==> src/bsa_pkg.sv <==
// ----------------------------------------------------------------------------
// bsa_pkg
// Shared types and constants for the box screen area block.
// ----------------------------------------------------------------------------
package bsa_pkg;

   localparam int CLIP_W     = 52;           // clip sum width
   localparam int REM_W      = CLIP_W + 1;   // divider remainder width
   localparam int FRAC_W     = 16;
   localparam int NDC_W      = 18;
   localparam int EXT_W      = 35;
   localparam int QUEUE_DEPTH = 4;
   localparam int QUEUE_AW   = 2;
   localparam int OUT_DEPTH  = 8;
   localparam int OUT_AW     = 3;
   localparam int REQ_W      = 336;
   localparam int RSP_W      = 40;

   localparam logic signed [CLIP_W-1:0] NEAR_W  = CLIP_W'(6);
   localparam logic signed [NDC_W-1:0]  NDC_ONE = NDC_W'(65536);

   typedef enum logic [2:0] {
      CSR_PROJ_X_A  = 3'd0,
      CSR_PROJ_X_B  = 3'd1,
      CSR_PROJ_Y_A  = 3'd2,
      CSR_PROJ_Y_B  = 3'd3,
      CSR_PROJ_W_A  = 3'd4,
      CSR_PROJ_W_B  = 3'd5,
      CSR_PIX_SIZES = 3'd6,
      CSR_PROJ_VLD  = 3'd7
   } csr_idx_type;

   typedef struct packed {
      logic [63:0] xa;
      logic [63:0] xb;
      logic [63:0] ya;
      logic [63:0] yb;
      logic [63:0] wa;
      logic [63:0] wb;
      logic [63:0] sizes;
      logic        valid;
   } cfg_type;

   typedef struct packed {
      logic signed [31:0] cx;
      logic signed [31:0] cy;
      logic signed [31:0] cz;
      logic [EXT_W-1:0]   ex;
      logic [EXT_W-1:0]   ey;
      logic [EXT_W-1:0]   ez;
   } box_type;

   typedef struct packed {
      logic [31:0] area;
      logic        eye;
      logic        inval;
   } rsp_type;

endpackage

==> src/bsa_queue.sv <==
// ----------------------------------------------------------------------------
// bsa_queue
// Short queue of boxes between the front and the corner engine.
// ----------------------------------------------------------------------------
module bsa_queue import bsa_pkg::*; (
   input  logic    clock,
   input  logic    reset,
   input  logic    push_valid,
   output logic    push_ready,
   input  box_type push_data,
   output logic    pop_valid,
   input  logic    pop_ready,
   output box_type pop_data
);

   box_type             mem_ff [QUEUE_DEPTH];
   logic [QUEUE_AW-1:0] wp_ff, wp_in, rp_ff, rp_in;
   logic [QUEUE_AW:0]   cnt_ff, cnt_in;
   logic                push, pop;

   assign push_ready = cnt_ff != (QUEUE_AW+1)'(QUEUE_DEPTH);
   assign pop_valid  = cnt_ff != '0;
   assign pop_data   = mem_ff[rp_ff];
   assign push       = push_valid && push_ready;
   assign pop        = pop_valid && pop_ready;
   assign wp_in      = push ? wp_ff + 1'b1 : wp_ff;
   assign rp_in      = pop ? rp_ff + 1'b1 : rp_ff;
   assign cnt_in     = cnt_ff + (QUEUE_AW+1)'(push) - (QUEUE_AW+1)'(pop);

   always_ff @(posedge clock) begin
      if (reset) begin
         wp_ff  <= '0;
         rp_ff  <= '0;
         cnt_ff <= '0;
      end else begin
         wp_ff  <= wp_in;
         rp_ff  <= rp_in;
         cnt_ff <= cnt_in;
      end
   end

   always_ff @(posedge clock) begin
      if (push) mem_ff[wp_ff] <= push_data;
   end

endmodule

==> config.mk <==
export PLATFORM = sky130hd
export DESIGN_NAME = bsa_queue
export DESIGN_NICKNAME = d
export VERILOG_FILES = /design/src/bsa_pkg.sv /design/src/bsa_queue.sv
export SDC_FILE = /design/constraint.sdc
export NUM_CORES = 1
export LEC_CHECK = 0
export ABC_CLOCK_PERIOD_IN_PS = 16500
export BUFFER_PORTS_ARGS = -buffer_cell sky130_fd_sc_hd__buf_2
export CORE_ASPECT_RATIO = 1.5
export CORE_MARGIN = 10
export CORE_UTILIZATION = 35
export DETAILED_ROUTE_END_ITERATION = 10
export GPL_TIMING_DRIVEN = 0
export PLACE_DENSITY = 0.56
export SLEW_MARGIN = 20
export SYNTH_ARGS = -nofsm -noshare
export SYNTH_HDL_FRONTEND = slang
export SYNTH_SLANG_ARGS = --single-unit
==> constraint.sdc <==
create_clock -name clock -period 16.5 [get_ports clock]
set_input_delay 0.825 -clock clock [delete_from_list [all_inputs] [get_ports clock]]
set_output_delay 0.825 -clock clock [all_outputs]
set_load 0.03 [all_outputs]
==> impl_metrics.toml, run 1 <==
[run_status]
status = "complete, no violations"

[timing]
period_share = 0.219
rsz0062_at_grt = "no"
clock_skew_ns = 0.0145
drv_slew = 0
setup_violations = 0
max_freq_ghz = 0.277
relSlewSlack = 0.381
worst_slew_pin_slew_ns = 0.929
setup_tns_ns = 0
fin_crit_ns = 3.61
finalHoldViolCount = 0
setup_slack_ns = 12.89

[clock_tree]
insertion_delay_ns = 0.62
cts_tree = "done"
clkSinkCount = 813
cts_setup_buffers = 0
hold_buffers = 0
clk_pin_slew_ns = 0.06
clock-root-buffer = "clkbuf_16"
cts_buffer_depth = 3
cts_made_buffers = 78
h-tree-depth = 3
cts_resized = 0

[detailed_routing]
vias_per_cell = 4.78
avgRoutedWirePerCell_um = 23.8
num_vias = 13322
drc_errors = 0
drt_wl_total_mm = 66.5
drt-initial-drc-count = 767
drtAntennaViolNets = 0
firstDrtPassIters = 4

[place]
portBuffers = 406
finalWeightedCongestion = 0.713
dp_hpwl_mm = 43.9
post_dp_cell_area_mm2 = 0.0336
pre_cts_ws_ns = 13.21

[finish]
nFillCells = 7318
final_area_mm2 = 0.0360
synthToLayoutAreaGrowth_pct = 21.4
drive_gt1_frac = 0.468
layout.nets = 1814

[logic_synthesis]
synth_mux_area_frac = 0.153
synth_warnings = 0
synth_compound_area_frac = 0.000843
synth.top_cell.area_share = 0.813
seq_area_frac_synth = 0.819
synthSimpleGateAreaFrac = 0.00320
synth_top_area_cell = "edfxtp_1"
syn_nets = 1311
syn_area_mm2 = 0.0297
synth_top_family_by_area = "multiplexers"
synth_area_leaders = "edfxtp_1, mux4_2, buf_12"
ys_ff_latch = 813
synth_xor_area_frac = 0.000885
yosysUniqueCellTypes = 25
synth-adder-area-share = 0.00320
synth.avg_cell_area_um2 = 27.0
synth_cells = 1099

[global_routing]
grt_start_max_net_pins = 44
grt_pass1_wl_mm = 98.8
antenna_found_initial = 24
grt_use_total = 0.137
gr-total-overflow = 0
grt_pass1_vias = 14733

[critical_path]
critPathSlowestCell = "clkbuf_1"
worst_setup_path_end_kind = "primary output"
crit_path_frequent_cell = "buf_2"
path_cells = "clkbuf_1 -> buf_2 -> mux4_2 -> buf_2"
worstSetupPathType = "reg -> out"
worst_setup_path_start_kind = "flop"
cp_data_required_time_ns = 15.67
max_stage_delay_ns = 0.69
r2r_cells = 5
path_max_fanout = 10
cp.arrival_ns = 2.79

[floorplan]
start_util = 0.354
core-area_mm2 = 0.0839
die_h_um = 377
die_w_um = 258
io_pins = 408
num_rows = 130
die-area_mm2 = 0.0971

[power]
power_frac_comb = 0.294
power_density_mw_per_mm2 = 168
clkPwrFrac = 0.282
p_seq_frac = 0.424
p_sw_mw = 1.90
swShare = 0.313
p_leak_nw = 11.9
power.total_mw = 6.06
intPower_mw = 4.16
vdd_drop_max_mv = 0.115

[hold_path]
worstHoldPathCells = 1
min_path_type = "in -> reg"

[flow_run]
maxCapViolCount = 0
-- routing by layer --
layer  vias to the layer above  wire (µm)  GRT usage
li1                       5792          -          -
met1                      6991      25200      0.159
met2                       394      34300      0.231
met3                       117       5220     0.0486
met4                        28       1570     0.0475
met5                         -        157          0
-- Yosys cell counts --
library cell,instances
buf_6,1
buf_4,1
or3_1,1
fa_1,1
nor3_1,1
clkbuf_1,4
inv_1,5
xnor2_1,1
nor2_1,8
mux2i_1,1
nor2b_1,1
dfxtp_1,9
buf_2,19
buf_12,21
a21boi_1,1
o31a_1,1
ha_1,6
edfxtp_1,804
nand2_1,1
mux2_2,1
xor2_1,2
and2_1,5
o311ai_0,1
mux4_2,201
nand2b_1,2
-- worst max-delay path, delay by kind of cell (launching register included) --
kind / cells / cell delay, ns
flops: 1 / 0.39
mux: 1 / 0.38
buf+inv: 3 / 1.39
-- cell usage in the layout, fill, tap and decap left out, types with 3 or more instances in the layout --
cell type / count
clkbuf_1: 17
clkinvlp_4: 4
inv_6: 3
edfxtp_1: 804
clkinv_2: 11
buf_2: 425
mux4_2: 201
bufinv_16: 5
inv_1: 5
nor2_1: 8
diode_2: 5
ha_1: 6
clkinv_1: 19
buf_16: 16
clkbuf_16: 80
dfxtp_1: 9
and2_4: 4
buf_12: 22
-- state kept, by name (all words and copies together), names as in the netlist, named ones only --
register / flops
cnt_ff: 3
rp_ff: 2
mem_ff: 804
wp_ff: 2
-- power by group through the flow --
stage	Sequential, mW	Combinational, mW	Clock [mW]
finish	2.57	1.78	1.71
global route	2.59	1.90	1.85
CTS	2.58	1.84	1.77
detailed placement	2.62	1.83	0
global placement	2.72	1.79	0
floorplan	2.66	1.24	0
-- metrics by stage --
stage,cells,utilization,hold slack (ns)
5_1_grt,2787,0.429,0.370
2_1_floorplan,1099,-,0.482
3_5_place_dp,2644,0.400,0.508
3_3_place_gp,2627,0.395,0.491
4_1_cts,2783,0.429,0.359
6_report,2788,0.429,0.420
-- cell type report --
cell class                      count  area, µm²  share of cell area
Inverter                            5       18.8            0.000521
Clock inverter                     45        367              0.0102
Clock buffer                       94       2060              0.0573
Tap cell                         1122       1400              0.0390
Sequential cell                   813      24300               0.675
Multi-Input combinational cell    235       4800               0.133
Timing Repair Buffer              423       2490              0.0692
Antenna cell                        5       12.5            0.000347
Buffer                             46        549              0.0152
-- path summary, 6_finish.rpt --
path / startpoint / endpoint / slack (ns)
min reg2reg: rp_ff[1]$_SDFFE_PP0P_ / flop / 0.52
max: flop / pop_data[11] / 12.89
min: push_data[64] / mem_ff[3][64]$_DFFE_PP_ / 0.42
max reg2reg: cnt_ff[1]$_SDFF_PP0_ / mem_ff[0][120]$_DFFE_PP_ / 13.61
-- logic make-up (layout without fill, tap and decap cells) --
logic type | count (synthesis) | after routing
flops | 813 | 813
xor+xnor | 3 | 3
simple gates | 19 | 19
compound gates | 3 | 3
buf+inv | 51 | 613
mux | 203 | 203
fa+ha+maj | 7 | 7
other cells | 0 | 5
(Power assumes the default switching activity.)
==> run 2, diff against run 1 <==
--- a/config.mk
+++ b/config.mk
@@ -5,7 +5,8 @@
 export SDC_FILE = /design/constraint.sdc
 export NUM_CORES = 1
 export LEC_CHECK = 0
-export ABC_CLOCK_PERIOD_IN_PS = 16500
+export ABC_AREA = 1
+export ABC_CLOCK_PERIOD_IN_PS = 3600
 export BUFFER_PORTS_ARGS = -buffer_cell sky130_fd_sc_hd__buf_2
 export CORE_ASPECT_RATIO = 1.5
 export CORE_MARGIN = 10
==> constraint.sdc (replaced) <==
create_clock -name clock -period 3.6 [get_ports clock]
set_input_delay 0.18 -clock clock [delete_from_list [all_inputs] [get_ports clock]]
set_output_delay 0.18 -clock clock [all_outputs]
set_load 0.03 [all_outputs]
==> run 2 against run 1 <==
Compared with the run above:
- clock skew is 0.0082 ns higher
- synthesized cell count grew 83%
- flip-flop and latch count stayed put
- register-to-register slack lost 13 ns
- sequential share of layout area decreased by 5.6 points
- core utilization grew 3.2 points
- power rose to 4.7 times the previous value
- sequential power increased to 4.6 times the previous value
- critical path type unchanged
- highest routed layer unchanged
==> impl_metrics.toml, run 2 <==
[detailed_routing]
drt_wl_total_mm = 90.6
firstDrtPassIters = 5
vias_per_cell = 5.10
drc_errors = 0
drtAntennaViolNets = 0
avgRoutedWirePerCell_um = 23.0
num_vias = 20107
drt-initial-drc-count = 1512

[critical_path]
worst_setup_path_start_kind = "flop"
cp_data_required_time_ns = 3.42
cp.arrival_ns = 2.79
worstSetupPathType = "reg -> out"
path_max_fanout = 10
worst_setup_path_end_kind = "primary output"

[timing]
relSlewSlack = 0.541
worst_slew_pin_slew_ns = 0.687
period_share = 0.824
fin_crit_ns = 2.97
setup_tns_ns = 0
drv_slew = 0
setup_violations = 0
clock_skew_ns = 0.0227
max_freq_ghz = 0.337
setup_slack_ns = 0.632
finalHoldViolCount = 0
rsz0062_at_grt = "no"

[global_routing]
grtUsageMet1 = 0.215
grt_util_met2 = 0.307
busiest_layer = "met2"
gr-total-overflow = 0
antenna_found_initial = 14
grt_use_total = 0.179
use_met3 = 0.0386
grt_pass1_vias = 21179
grt_start_max_net_pins = 23
grt_pass1_wl_mm = 134

[floorplan]
io_pins = 408
die_w_um = 260
die_h_um = 380
num_rows = 131
die-area_mm2 = 0.0986
core-area_mm2 = 0.0852
start_util = 0.354

[logic_synthesis]
synth.top_cell.area_share = 0.800
syn_area_mm2 = 0.0302
synth_area_leaders = "edfxtp_1, o21ai_0, nor2_1"
synth_top_area_cell = "edfxtp_1"
synthSimpleGateAreaFrac = 0.0536
ys.flop_type = "edfxtp_1"
yosysUniqueCellTypes = 20
seq_area_frac_synth = 0.806
synth_top_family_by_area = "compound AO/OA/AOI/OAI gates"
synth_common_cells = "edfxtp_1, nor2_1, o21ai_0, o22ai_1, buf_2"
synth_edf_count = 804
async_reset_ff_frac = 0
synth_cells = 2009
ys_ff_latch = 813
synth.avg_cell_area_um2 = 15.0
synth_xor_area_frac = 0
synth-adder-area-share = 0.00315
synth_mux_area_frac = 0
synth_compound_area_frac = 0.110
syn_nets = 2221
synth_warnings = 0
yosysMostFrequentCell = "edfxtp_1"

[place]
dp_hpwl_mm = 61.6
portBuffers = 407
finalWeightedCongestion = 0.757
pre_cts_ws_ns = 0.831

[flow_run]
maxCapViolCount = 0

[clock_tree]
clock-root-buffer = "clkbuf_16"
cts_tree = "done"
insertion_delay_ns = 0.68
cts_resized = 0
clk_pin_slew_ns = 0.06
hold_buffers = 204
cts_made_buffers = 79
h-tree-depth = 3
cts_buffer_depth = 3
cts_setup_buffers = 0
clkSinkCount = 813

[finish]
nFillCells = 7465
largest_reg_flops = 804
drive_gt1_frac = 0.243
regArea_mm2 = 0.0243
mostFrequentLayoutCell = "edfxtp_1"
final_cell_mix = "edfxtp_1, buf_2, nor2_1"
largest-register = "mem_ff"
layout.nets = 2957
top_regs = "mem_ff (804), cnt_ff (3)"
synthToLayoutAreaGrowth_pct = 30.2
multi_input_area_mm2 = 0.00508

[hold_path]
min_path_type = "in -> reg"

[power]
power.total_mw = 28.4
vdd_drop_max_mv = 0.566
p_leak_nw = 13.8
power_density_mw_per_mm2 = 722

[run_status]
status = "complete, no violations"
==> run 2: per-stage QoR <==
| step | area, µm² | util | cells | hold WS (ns) |
|---|---|---|---|---|
| 2_1_floorplan | 30200 | - | 2009 | 0.237 |
| 3_3_place_gp | 33700 | 0.395 | 3546 | 0.360 |
| 3_5_place_dp | 34700 | 0.408 | 3590 | 0.368 |
| 4_1_cts | 39300 | 0.461 | 3933 | 0.172 |
| 5_1_grt | 39300 | 0.461 | 3939 | 0.236 |
| 6_report | 39300 | 0.461 | 3942 | 0.242 |
==> run 2: layer usage <==
layer / share of wire / vias up
met5: 0.00049 / -
met4: 0.031 / 8
met3: 0.062 / 140
met2: 0.51 / 712
met1: 0.40 / 10130
li1: - / 9117
==> run 2: cell families (layout without fill, tap and decap cells) <==
kind of cell | count (synthesis) | after routing
flops | 813 | 813
compound gates | 610 | 610
other cells | 0 | 9
buf+inv | 149 | 943
fa+ha+maj | 7 | 7
simple gates | 430 | 430
==> run 2: final cells by class <==
| cell class | instances | share of cell area |
|---|---|---|
| Sequential cell | 813 | 0.619 |
| Timing Repair Buffer | 655 | 0.130 |
| Multi-Input combinational cell | 1047 | 0.129 |
| Clock buffer | 93 | 0.0522 |
| Tap cell | 1130 | 0.0360 |
| Buffer | 133 | 0.0197 |
| Clock inverter | 46 | 0.0115 |
| Inverter | 16 | 0.00159 |
| Antenna cell | 9 | 0.000573 |
==> run 2: worst max-delay path, cell delays in order, from the launching register on <==
cell and delay, ns:
dfxtp_1 0.45, buf_2 0.39, buf_2 0.34, o21ai_0 0.13
o22ai_1 0.49, buf_2 0.32
==> run 2: where the power goes <==
group	internal (mW)	switching, mW
Clock	4.54	3.54
Combinational	2.37	6.22
Sequential	11.5	0.218
==> run 2: final timing paths <==
kind | depth (start not counted) | from | to | slack (ns)
worst max-delay path | 5 | flop | pop_data[113] | 0.63
worst min-delay path | 3 | reset | cnt_ff[1]$_SDFF_PP0_ | 0.24
worst max register to register | 10 | cnt_ff[1]$_SDFF_PP0_ | mem_ff[0][89]$_DFFE_PP_ | 0.87
worst min register to register | 2 | rp_ff[0]$_SDFFE_PP0P_ | flop | 0.50
==> run 3, diff against run 2 <==
--- a/config.mk
+++ b/config.mk
@@ -6,7 +6,7 @@
 export NUM_CORES = 1
 export LEC_CHECK = 0
 export ABC_AREA = 1
-export ABC_CLOCK_PERIOD_IN_PS = 3600
+export ABC_CLOCK_PERIOD_IN_PS = 3100
 export BUFFER_PORTS_ARGS = -buffer_cell sky130_fd_sc_hd__buf_2
 export CORE_ASPECT_RATIO = 1.5
 export CORE_MARGIN = 10
==> constraint.sdc (replaced) <==
create_clock -name clock -period 3.1 [get_ports clock]
set_input_delay 0.155 -clock clock [delete_from_list [all_inputs] [get_ports clock]]
set_output_delay 0.155 -clock clock [all_outputs]
set_load 0.03 [all_outputs]
==> run 3 against run 2 <==
Compared with the run above:
- via count about the same
- largest cell class unchanged
- critical path depth did not move
- die area unchanged
- wire length about the same
- final area about the same
- power increased by 16%
- worst setup slack got worse by 0.47 ns
==> impl_metrics.toml, run 3 (synthesized netlist as in run 2, its figures left out) <==
[timing]
clock_skew_ns = 0.0224
max_freq_ghz = 0.341
rsz0062_at_grt = "no"
finalHoldViolCount = 0
period_share = 0.947
fin_crit_ns = 2.93
relSlewSlack = 0.545
setup_violations = 0
drv_slew = 0
whs_ns = 0.216
worst_slew_pin_slew_ns = 0.680

[detailed_routing]
drc_errors = 0
firstDrtPassIters = 7
avgRoutedWirePerCell_um = 23.0
vias_per_cell = 5.10
drt_wl_total_mm = 90.5
drt-initial-drc-count = 1491
drtAntennaViolNets = 0
num_vias = 20127

[floorplan]
num_rows = 131
core-area_mm2 = 0.0852
die_w_um = 260
start_util = 0.354
io_pins = 408
die-area_mm2 = 0.0986
die_h_um = 380

[critical_path]
r2r_cells = 10
worst_setup_path_start_kind = "flop"
worstSetupPathType = "reg -> out"
worst_setup_path_end_kind = "primary output"
cp.arrival_ns = 2.78
cp_data_required_time_ns = 2.94
path_max_fanout = 10

[finish]
largest_reg_flops = 804
drive_gt1_frac = 0.244
layout.cells.non_filler = 3943
largest-register = "mem_ff"
layout.nets = 2957
utilization = 0.461
final_cell_mix = "edfxtp_1, buf_2, nor2_1"
top_regs = "mem_ff (804), cnt_ff (3)"
mostFrequentLayoutCell = "edfxtp_1"
final_area_mm2 = 0.0393
synthToLayoutAreaGrowth_pct = 30.3

[global_routing]
grt_start_max_net_pins = 23
gr-total-overflow = 0
antenna_found_initial = 14
grt_pass1_vias = 21179
grt_use_total = 0.179
grt_pass1_wl_mm = 134

[flow_run]
maxCapViolCount = 0

[hold_path]
worstHoldPathCells = 3
min_path_type = "in -> reg"

[clock_tree]
cts_buffer_depth = 3
h-tree-depth = 3
cts_tree = "done"
clkSinkCount = 813
cts_made_buffers = 79
insertion_delay_ns = 0.68
clock-root-buffer = "clkbuf_16"
clk_pin_slew_ns = 0.06

[place]
post_dp_cell_area_mm2 = 0.0347
placedCellCount = 3590
finalWeightedCongestion = 0.757
dp_hpwl_mm = 61.6
portBuffers = 407

[power]
p_leak_nw = 13.8
vdd_drop_max_mv = 0.657
power_density_mw_per_mm2 = 839
power.total_mw = 33.0

[run_status]
status = "complete, no violations"
## run 3: cell types whose count changed in the layout (fill, tap and decap cells not counted)
cell     delta
o22ai_1     -1
diode_2     +1
o22ai_2     +1
## run 3: worst paths after layout
check / from / to / slack (ns)
setup / recovery: flop / pop_data[113] / 0.17
hold / removal: reset / cnt_ff[1]$_SDFF_PP0_ / 0.22
setup reg to reg: cnt_ff[1]$_SDFF_PP0_ / mem_ff[0][89]$_DFFE_PP_ / 0.37
hold reg to reg: rp_ff[0]$_SDFFE_PP0P_ / flop / 0.50
## run 3: report_power, final
part	internal, mW	switching [mW]	leakage (nW)
clock	5.27	4.12	1.20
sequential	13.4	0.253	7.44
combinational	2.75	7.22	5.19
total	21.4	11.6	13.8
## run 3: repair_timing
item                                    in CTS  in global routing
resized for setup                            0                  1
hold buffers                               204                  0
buffers inserted                             0                  0
endpoints found under the hold margin      816                  0
endpoints found under the setup margin       0                  1
## run 3: metal layers
| metal | part of all wire | GRT usage | wire length (µm) | up-vias |
|---|---|---|---|---|
| met5 | 0.00049 | 0 | 44 | - |
| met4 | 0.032 | 0.0713 | 2870 | 8 |
| met3 | 0.064 | 0.0386 | 5810 | 141 |
| met2 | 0.51 | 0.307 | 45800 | 724 |
| met1 | 0.40 | 0.215 | 36000 | 10134 |
| li1 | - | - | - | 9120 |
## run 3: area by class of cell
| class | count | area, µm² |
|---|---|---|
| fillers | 7464 | 45900 |
| inverters | 16 | 62.6 |
| well taps | 1130 | 1410 |
| repair buffers | 655 | 5120 |
| clock buffers | 93 | 2050 |
| clock inverters | 46 | 452 |
| diodes | 10 | 25.0 |
| flip-flops and latches | 813 | 24300 |
| plain buffers | 133 | 774 |
| multi-input cells | 1047 | 5090 |
## run 3: metrics by stage
step / TNS [ns] / worst slack [ns]
CTS: 0 / 0.0427
detailed placement: 0 / 0.331
global route: 0 / 0.00291
global placement: -2861.01 / -3.63
floorplan: -767.03 / -0.967
finish: 0 / 0.165
## run 3: critical path: stages (launching register included)
cell,delay (ns)
dfxtp_1,0.45
buf_2,0.38
buf_2,0.34
o21ai_0,0.13
o22ai_1,0.49
buf_2,0.32
